**src/ssd_pkg.sv**
```systemverilog
// shared types and constants for the stereo silence detector
`default_nettype none

package ssd_pkg;

   // register field widths
   localparam int RATE_BITS   = 17;
   localparam int TOL_BITS    = 8;
   localparam int SECS_BITS   = 8;
   localparam int COUNT_BITS  = 32;
   localparam int CSR_IDX_BITS = 2;

   // register indexes
   localparam logic [CSR_IDX_BITS-1:0] CSR_SAMPLES_PER_SECOND     = 2'd0;
   localparam logic [CSR_IDX_BITS-1:0] CSR_SILENCE_TOLERANCE      = 2'd1;
   localparam logic [CSR_IDX_BITS-1:0] CSR_SKIP_START_SECONDS     = 2'd2;
   localparam logic [CSR_IDX_BITS-1:0] CSR_DETECT_SILENCE_SECONDS = 2'd3;

   // register reset values
   localparam logic [RATE_BITS-1:0] RATE_RESET = 17'd44100;
   localparam logic [TOL_BITS-1:0]  TOL_RESET  = 8'd7;
   localparam logic [SECS_BITS-1:0] SKIP_RESET = 8'd0;
   localparam logic [SECS_BITS-1:0] DETECT_RESET = 8'd0;

   // action codes
   localparam logic ACTION_SAMPLE  = 1'b0;
   localparam logic ACTION_RESTART = 1'b1;

   // configuration as seen by the detector
   typedef struct packed {
      logic [RATE_BITS-1:0] samples_per_second;
      logic [TOL_BITS-1:0]  silence_tolerance;
      logic [SECS_BITS-1:0] skip_start_seconds;
      logic [SECS_BITS-1:0] detect_silence_seconds;
   } cfg_type;

   // per-sample verdict from the detector
   typedef struct packed {
      logic                  keep;
      logic [COUNT_BITS-1:0] silent_seconds;
      logic                  limit_reached;
   } verdict_type;

endpackage

`default_nettype wire

```
**src/stereo_silence_detect_skip.sv**
```systemverilog
// top level of the stereo silence detector with leading-silence skip
`default_nettype none

// Stereo silence detector. Each transfer on req_ is either a stereo sample or
// a restart (req_action high). A sample is silent when both channels moved by
// at most the tolerance since the previous sample; runs of silent samples are
// counted into whole seconds, and any sound clears the count. After a restart
// with a non-zero skip target, samples come out with rsp_keep low until the
// first sound or until the silence seconds reach the target. Every sample
// yields one rsp_ transfer; a restart yields none. An item is held in the
// input register, then the detector decision and state update move it into
// the result register, so one item per clock is taken while rsp_stall does
// not hold the result register. Configuration writes on csr_ take effect on
// the next cycle and belong to idle periods only.

module stereo_silence_detect_skip #(
   parameter int SAMPLE_BITS = 16
) (
   input  wire logic                              clock,
   input  wire logic                              reset,
   // sample channel
   input  wire logic                              req_valid,
   output      logic                              req_stall,
   input  wire logic                              req_action,
   input  wire logic signed [SAMPLE_BITS-1:0]     req_left_sample,
   input  wire logic signed [SAMPLE_BITS-1:0]     req_right_sample,
   // result channel
   output      logic                              rsp_valid,
   input  wire logic                              rsp_stall,
   output      logic signed [SAMPLE_BITS-1:0]     rsp_out_left,
   output      logic signed [SAMPLE_BITS-1:0]     rsp_out_right,
   output      logic                              rsp_keep,
   output      logic [ssd_pkg::COUNT_BITS-1:0]    rsp_silent_seconds,
   output      logic                              rsp_limit_reached,
   // configuration
   input  wire logic                              csr_write_enable,
   input  wire logic [ssd_pkg::CSR_IDX_BITS-1:0]  csr_index,
   input  wire logic [ssd_pkg::RATE_BITS-1:0]     csr_write_data
);

   ssd_pkg::cfg_type     cfg;
   ssd_pkg::verdict_type verdict;

   logic                          in_valid_ff;
   logic                          in_action_ff;
   logic signed [SAMPLE_BITS-1:0] in_left_ff, in_right_ff;

   logic                          out_valid_ff;
   logic signed [SAMPLE_BITS-1:0] out_left_ff, out_right_ff;
   ssd_pkg::verdict_type          out_verdict_ff;

   logic advance, req_take;

   ssd_csr u_csr (
      .clock            (clock),
      .reset            (reset),
      .csr_write_enable (csr_write_enable),
      .csr_index        (csr_index),
      .csr_write_data   (csr_write_data),
      .cfg              (cfg)
   );

   ssd_core #(
      .SAMPLE_BITS (SAMPLE_BITS)
   ) u_core (
      .clock        (clock),
      .reset        (reset),
      .cfg          (cfg),
      .fire         (advance),
      .action       (in_action_ff),
      .left_sample  (in_left_ff),
      .right_sample (in_right_ff),
      .verdict      (verdict)
   );

   // the held item moves on when the result register is free or being emptied
   assign advance   = in_valid_ff && (!out_valid_ff || !rsp_stall);
   assign req_stall = in_valid_ff && !advance;
   assign req_take  = req_valid && !req_stall;

   // input register
   always_ff @(posedge clock) begin
      if (reset) begin
         in_valid_ff <= 1'b0;
      end else if (req_take) begin
         in_valid_ff <= 1'b1;
      end else if (advance) begin
         in_valid_ff <= 1'b0;
      end
   end

   always_ff @(posedge clock) begin
      if (req_take) begin
         in_action_ff <= req_action;
         in_left_ff   <= req_left_sample;
         in_right_ff  <= req_right_sample;
      end
   end

   // result register, loaded only for samples
   always_ff @(posedge clock) begin
      if (reset) begin
         out_valid_ff <= 1'b0;
      end else if (advance) begin
         out_valid_ff <= (in_action_ff == ssd_pkg::ACTION_SAMPLE);
      end else if (!rsp_stall) begin
         out_valid_ff <= 1'b0;
      end
   end

   always_ff @(posedge clock) begin
      if (advance && (in_action_ff == ssd_pkg::ACTION_SAMPLE)) begin
         out_left_ff    <= in_left_ff;
         out_right_ff   <= in_right_ff;
         out_verdict_ff <= verdict;
      end
   end

   assign rsp_valid          = out_valid_ff;
   assign rsp_out_left       = out_left_ff;
   assign rsp_out_right      = out_right_ff;
   assign rsp_keep           = out_verdict_ff.keep;
   assign rsp_silent_seconds = out_verdict_ff.silent_seconds;
   assign rsp_limit_reached  = out_verdict_ff.limit_reached;

endmodule

`default_nettype wire

```
**src/ssd_csr.sv**
```systemverilog
// configuration registers of the silence detector
`default_nettype none

module ssd_csr (
   input  wire logic                               clock,
   input  wire logic                               reset,
   input  wire logic                               csr_write_enable,
   input  wire logic [ssd_pkg::CSR_IDX_BITS-1:0]   csr_index,
   input  wire logic [ssd_pkg::RATE_BITS-1:0]      csr_write_data,
   output      ssd_pkg::cfg_type                   cfg
);

   ssd_pkg::cfg_type cfg_ff;
   ssd_pkg::cfg_type cfg_in;

   // register decode
   always_comb begin
      cfg_in = cfg_ff;
      if (csr_write_enable) begin
         unique case (csr_index)
            ssd_pkg::CSR_SAMPLES_PER_SECOND: begin
               cfg_in.samples_per_second = csr_write_data;
            end
            ssd_pkg::CSR_SILENCE_TOLERANCE: begin
               cfg_in.silence_tolerance = csr_write_data[ssd_pkg::TOL_BITS-1:0];
            end
            ssd_pkg::CSR_SKIP_START_SECONDS: begin
               cfg_in.skip_start_seconds = csr_write_data[ssd_pkg::SECS_BITS-1:0];
            end
            ssd_pkg::CSR_DETECT_SILENCE_SECONDS: begin
               cfg_in.detect_silence_seconds = csr_write_data[ssd_pkg::SECS_BITS-1:0];
            end
            default: begin
               cfg_in = cfg_ff;
            end
         endcase
      end
   end

   always_ff @(posedge clock) begin
      if (reset) begin
         cfg_ff.samples_per_second     <= ssd_pkg::RATE_RESET;
         cfg_ff.silence_tolerance      <= ssd_pkg::TOL_RESET;
         cfg_ff.skip_start_seconds     <= ssd_pkg::SKIP_RESET;
         cfg_ff.detect_silence_seconds <= ssd_pkg::DETECT_RESET;
      end else begin
         cfg_ff <= cfg_in;
      end
   end

   assign cfg = cfg_ff;

endmodule

`default_nettype wire

```
**src/ssd_core.sv**
```systemverilog
// silence tracking state and per-sample decision logic
`default_nettype none

module ssd_core #(
   parameter int SAMPLE_BITS = 16
) (
   input  wire logic                          clock,
   input  wire logic                          reset,
   input  wire ssd_pkg::cfg_type              cfg,
   input  wire logic                          fire,
   input  wire logic                          action,
   input  wire logic signed [SAMPLE_BITS-1:0] left_sample,
   input  wire logic signed [SAMPLE_BITS-1:0] right_sample,
   output      ssd_pkg::verdict_type          verdict
);

   localparam int DIFF_BITS = SAMPLE_BITS + 1;
   localparam int RATE_BITS = ssd_pkg::RATE_BITS;
   localparam int CNT_BITS  = ssd_pkg::COUNT_BITS;

   logic signed [SAMPLE_BITS-1:0]    last_left_ff,  last_left_in;
   logic signed [SAMPLE_BITS-1:0]    last_right_ff, last_right_in;
   logic [RATE_BITS-1:0]             sample_count_ff, sample_count_in;
   logic [CNT_BITS-1:0]              second_count_ff, second_count_in;
   logic [ssd_pkg::SECS_BITS-1:0]    skip_target_ff, skip_target_in;

   logic signed [DIFF_BITS-1:0] diff_left, diff_right;
   logic [DIFF_BITS-1:0]        mag_left, mag_right, tol_wide;
   logic                        quiet, active, was_armed;
   logic [RATE_BITS:0]          count_inc;
   logic [RATE_BITS:0]          count_wrap;
   logic [CNT_BITS-1:0]         secs_inc;

   // per-channel change against the previous sample
   always_comb begin
      diff_left  = DIFF_BITS'(left_sample)  - DIFF_BITS'(last_left_ff);
      diff_right = DIFF_BITS'(right_sample) - DIFF_BITS'(last_right_ff);
      mag_left   = diff_left[DIFF_BITS-1]  ? DIFF_BITS'(-diff_left)  : DIFF_BITS'(diff_left);
      mag_right  = diff_right[DIFF_BITS-1] ? DIFF_BITS'(-diff_right) : DIFF_BITS'(diff_right);
      tol_wide   = DIFF_BITS'(cfg.silence_tolerance);
      quiet      = (mag_left <= tol_wide) && (mag_right <= tol_wide);
   end

   // counter arithmetic
   always_comb begin
      count_inc  = {1'b0, sample_count_ff} + (RATE_BITS+1)'(1);
      count_wrap = count_inc - {1'b0, cfg.samples_per_second};
      secs_inc   = (second_count_ff == '1) ? second_count_ff
                                           : second_count_ff + CNT_BITS'(1);
   end

   // next state and verdict
   always_comb begin
      last_left_in    = last_left_ff;
      last_right_in   = last_right_ff;
      sample_count_in = sample_count_ff;
      second_count_in = second_count_ff;
      skip_target_in  = skip_target_ff;
      active    = (cfg.detect_silence_seconds != '0) || (skip_target_ff != '0);
      was_armed = (skip_target_ff != '0);

      if (action == ssd_pkg::ACTION_RESTART) begin
         last_left_in    = '0;
         last_right_in   = '0;
         sample_count_in = '0;
         second_count_in = '0;
         skip_target_in  = cfg.skip_start_seconds;
      end else if (active) begin
         last_left_in  = left_sample;
         last_right_in = right_sample;
         if (quiet) begin
            if (count_inc >= {1'b0, cfg.samples_per_second}) begin
               sample_count_in = count_wrap[RATE_BITS-1:0];
               second_count_in = secs_inc;
               if (was_armed && (secs_inc >= CNT_BITS'(skip_target_ff))) begin
                  skip_target_in  = '0;
                  second_count_in = '0;
               end
            end else begin
               sample_count_in = count_inc[RATE_BITS-1:0];
            end
         end else begin
            sample_count_in = '0;
            second_count_in = '0;
            skip_target_in  = '0;
         end
      end

      verdict.keep           = !(was_armed && (skip_target_in != '0));
      verdict.silent_seconds = second_count_in;
      verdict.limit_reached  = (cfg.detect_silence_seconds != '0) &&
                               (second_count_in >= CNT_BITS'(cfg.detect_silence_seconds));
   end

   always_ff @(posedge clock) begin
      if (reset) begin
         last_left_ff    <= '0;
         last_right_ff   <= '0;
         sample_count_ff <= '0;
         second_count_ff <= '0;
         skip_target_ff  <= '0;
      end else if (fire) begin
         last_left_ff    <= last_left_in;
         last_right_ff   <= last_right_in;
         sample_count_ff <= sample_count_in;
         second_count_ff <= second_count_in;
         skip_target_ff  <= skip_target_in;
      end
   end

endmodule

`default_nettype wire

```
**config.mk**
```make
export PLATFORM = sky130hd
export DESIGN_NAME = stereo_silence_detect_skip
export DESIGN_NICKNAME = d
export VERILOG_FILES = /design/src/ssd_pkg.sv /design/src/stereo_silence_detect_skip.sv /design/src/ssd_csr.sv /design/src/ssd_core.sv
export SDC_FILE = /design/constraint.sdc
export NUM_CORES = 1
export LEC_CHECK = 0
export ABC_AREA = 1
export BUFFER_PORTS_ARGS = -buffer_cell sky130_fd_sc_hd__buf_2
export CAP_MARGIN = 20
export CORE_AREA = 2 2 180 182
export CTS_CLUSTER_SIZE = 20
export DETAILED_ROUTE_END_ITERATION = 8
export DIE_AREA = 0 0 182 184
export PLACE_DENSITY = 0.68
export SYNTH_ARGS = -nofsm -noshare
export SYNTH_HDL_FRONTEND = slang
export SYNTH_SLANG_ARGS = --single-unit
export TNS_END_PERCENT = 1
```
**constraint.sdc**
```tcl
create_clock -name clock -period 13.05 [get_ports clock]
set_input_delay 1.9575 -clock clock [delete_from_list [all_inputs] [get_ports clock]]
set_output_delay 1.9575 -clock clock [all_outputs]
set_load 0.01 [all_outputs]
```
==> impl_results.md <==
- Status: completed
- GR Util All Layers: 25.3%
- WL final: 42600 um
- Crit path DAT: 7.34 ns
- Syn Std Cell Area: 0.0156 mm2
- Synth cell types: 52
- Clock Skews: 0.0224 ns
- CTS max path bufs: 3
- Residual DRC count: 0
- Yosys top cell by area: edfxtp_1
- Top layer in use: met4
- Fillers: 3075
- Crit path time final: 7.04 ns
- Final cell count without fillers: 2793
- Yosys warns: 0
- Average cell area after synthesis: 6.87 um2
- First-pass GRT wire length: 69300 um
- CTS Hold Bufs: 0
- Crit share post-route: 53.9%
- Inserted Diodes: 0
- Crit. End Element: register
- Grt total ovfl: 0
- Pleak: 8.15 nW
- Vias: 14900
- Worst endpoint required time: 13.36 ns
- Worst slew margin: 40.0%
- Wl on met1: 18900 um
- Power Density: 112 mW/mm2
- CTS tree: done
- Hold Violations, Final: 0
- Num Clock Sinks: 231
- Metal3 WL: 2540 um
- CTS resizes: 0
- Max incr delay on CP: 0.50 ns
- Sequential-to-total area share from yosys stat: 35.9%
- Metal2 WL: 19600 um
- IO Port Bufs: 124
- Slowest-stage cell, CP: nor2_4
- Initial antenna violation count: 0
- RePlAce Congestion: 0.962
- CP most frequent cell: nand2_1
- Mapped Cells: 2277
- DIE HEIGHT: 184 um
- Fin. max-slew vios: 0
- Maxcap violations: 0
- Detailed placement HPWL: 31200 um
- Die Footprint: 0.0335 mm2
- Post-route ant nets: 0
- Post-CTS Setup Inserts: 0
- Clock-pin transition on the worst setup and hold timing paths: 0.06 ns
- Worst reg2reg setup slack: 6.01 ns
- Post-layout util: 55.7%
- Worst hold path type: reg2reg
- Layout cells sized above 1: 11.0%
- DR iter-0 viols: 1181
- Row Count: 65
- Placed insts: 2745
- Maximum fanout along the worst path: 22
- CP bufs+invs: 5
- Vias in the first global route: 14100
- H-Tree Depth: 1
- Synthesized net count: 2422
- Routed vias/inst: 5.33
- Worst skew pair latency: 0.56 ns
- Setup TNS: 0 ns
- Worst vdd ir: 0.000108 V
- CP startpoint kind: register
- Synth area leaders: edfxtp_1 19%, dfxtp_1 17%, nand2_1 16%, inv_1 7.9%, ha_1 6.8%
- Horiz. Die Dim: 182 um
- Post-synthesis register bit count: 231
- Kind of critical path: reg2reg
- Pin count of the biggest net entering global routing: 72
- Wire per inst: 15.2 um
- Yosys top cell area share: 19.0%
- Max Fclk: 142 MHz
- CTS root buf: clkbuf_16
- Initial Util: 49.8%
- Final setup fails: 0
- Area grow syn2layout: 11.8%
- Worst-Margin Slew: 0.899 ns
- RSZ-0062 raised after global routing: false
- Drt pass-1 iters: 6
- IO Count: 125
- Total CTS buffers: 26
- Final net count: 2516
- Delay-heaviest family, CP: simple AND/OR/NAND/NOR gates
- Core ar.: 0.0314 mm2
state kept, by name, summed over array words and instances, names as in the netlist, 8 cells and up:
register and cells:
rsp_out_left 16, rsp_out_right 16, u_csr.cfg 41, u_core.sample_count_ff 17, u_core.skip_target_ff 8, u_core.second_count_ff 32, in_left_ff 16, u_core.last_right_ff 16
in_right_ff 16, u_core.last_left_ff 16, rsp_silent_seconds 32
placed cells by master (no fill, tap or decap), types with 49 or more instances in the layout:
cell / instances
buf_2: 124
inv_1: 329
o21ai_0: 128
a21oi_1: 155
nand2_1: 673
nand3_1: 123
nand4_1: 49
dfxtp_1: 132
edfxtp_1: 99
nor2_1: 209
ha_1: 85
metal layers:
layer	global-route usage, %	up-vias
li1	-	7547
met1	32.4	6803
met2	43.4	453
met3	3.49	88
met4	9.87	0
met5	0	-
logic make-up (layout without fill, tap and decap cells):
kind of cell	count (synthesis)	in the layout	share of synthesized area [%]
fa+ha+maj	88	88	7.18
buf+inv	418	532	10.4
simple gates	1133	1133	30.9
xor+xnor	44	44	2.46
compound gates	363	363	13.2
flops	231	231	35.9
worst min-delay path, stage by stage (launching register included):
cell     delay (ns)
dfxtp_1        0.31
nand2_1        0.06
a21oi_1        0.05
path summary, 6_finish.rpt:
kind,start,end,cells past startpoint
min reg2reg,u_core.last_right_ff[2]$_SDFFE_PP0P_,u_core.last_right_ff[2]$_SDFFE_PP0P_,2
max reg2reg,in_left_ff[0]$_DFFE_PP_,rsp_limit_reached$_DFFE_PP_,48
max,in_left_ff[0]$_DFFE_PP_,rsp_limit_reached$_DFFE_PP_,48
min,u_core.last_right_ff[2]$_SDFFE_PP0P_,u_core.last_right_ff[2]$_SDFFE_PP0P_,2
through the flow:
step	hold WS (ns)	total power, mW	instance area [um2]	setup slack (ns)
after floorplan	0.425	1.09	15600	7.03
after global placement	0.452	1.18	16600	6.21
after detailed placement	0.455	1.19	16600	6.04
after CTS	0.464	1.98	17500	6.01
after global routing	0.482	2.07	17500	5.21
final	0.464	1.96	17500	6.01
cells in the mapped netlist (all sizes together):
| cell type | n |
|---|---|
| nand3b | 12 |
| o21ai | 136 |
| dfxtp | 132 |
| nor4 | 3 |
| nand3 | 130 |
| a211oi | 6 |
| o31ai | 5 |
| o211ai | 25 |
| xor2 | 36 |
| o21a | 3 |
| ha | 85 |
| buf | 21 |
| clkinv | 4 |
| nand4 | 49 |
| nor2 | 227 |
| xnor2 | 8 |
| o21bai | 3 |
| nor3 | 15 |
| and3 | 1 |
| or3 | 1 |
| or2 | 4 |
| a31oi | 4 |
| a22oi | 9 |
| a21boi | 8 |
| nand2 | 690 |
| fa | 3 |
| edfxtp | 99 |
| clkbuf | 49 |
| a21oi | 163 |
| nor3b | 1 |
| inv | 344 |
| a21o | 1 |
cell type report:
type	count	area [um2]	area share (%)
timing repair buffer	136	711	4.06
multi-input combinational	1628	8440	48.2
tap	402	503	2.87
sequential	231	5620	32.1
clock inverter	18	250	1.43
clock buffer	30	676	3.86
inverter	348	1310	7.48
power by group:
part,switching (mW),internal [mW],leakage [nW],total (mW)
Sequential,0.0240,0.786,1.99,0.810
Combinational,0.245,0.122,5.71,0.368
Clock,0.312,0.473,0.448,0.785
(Power assumes the default switching activity.)
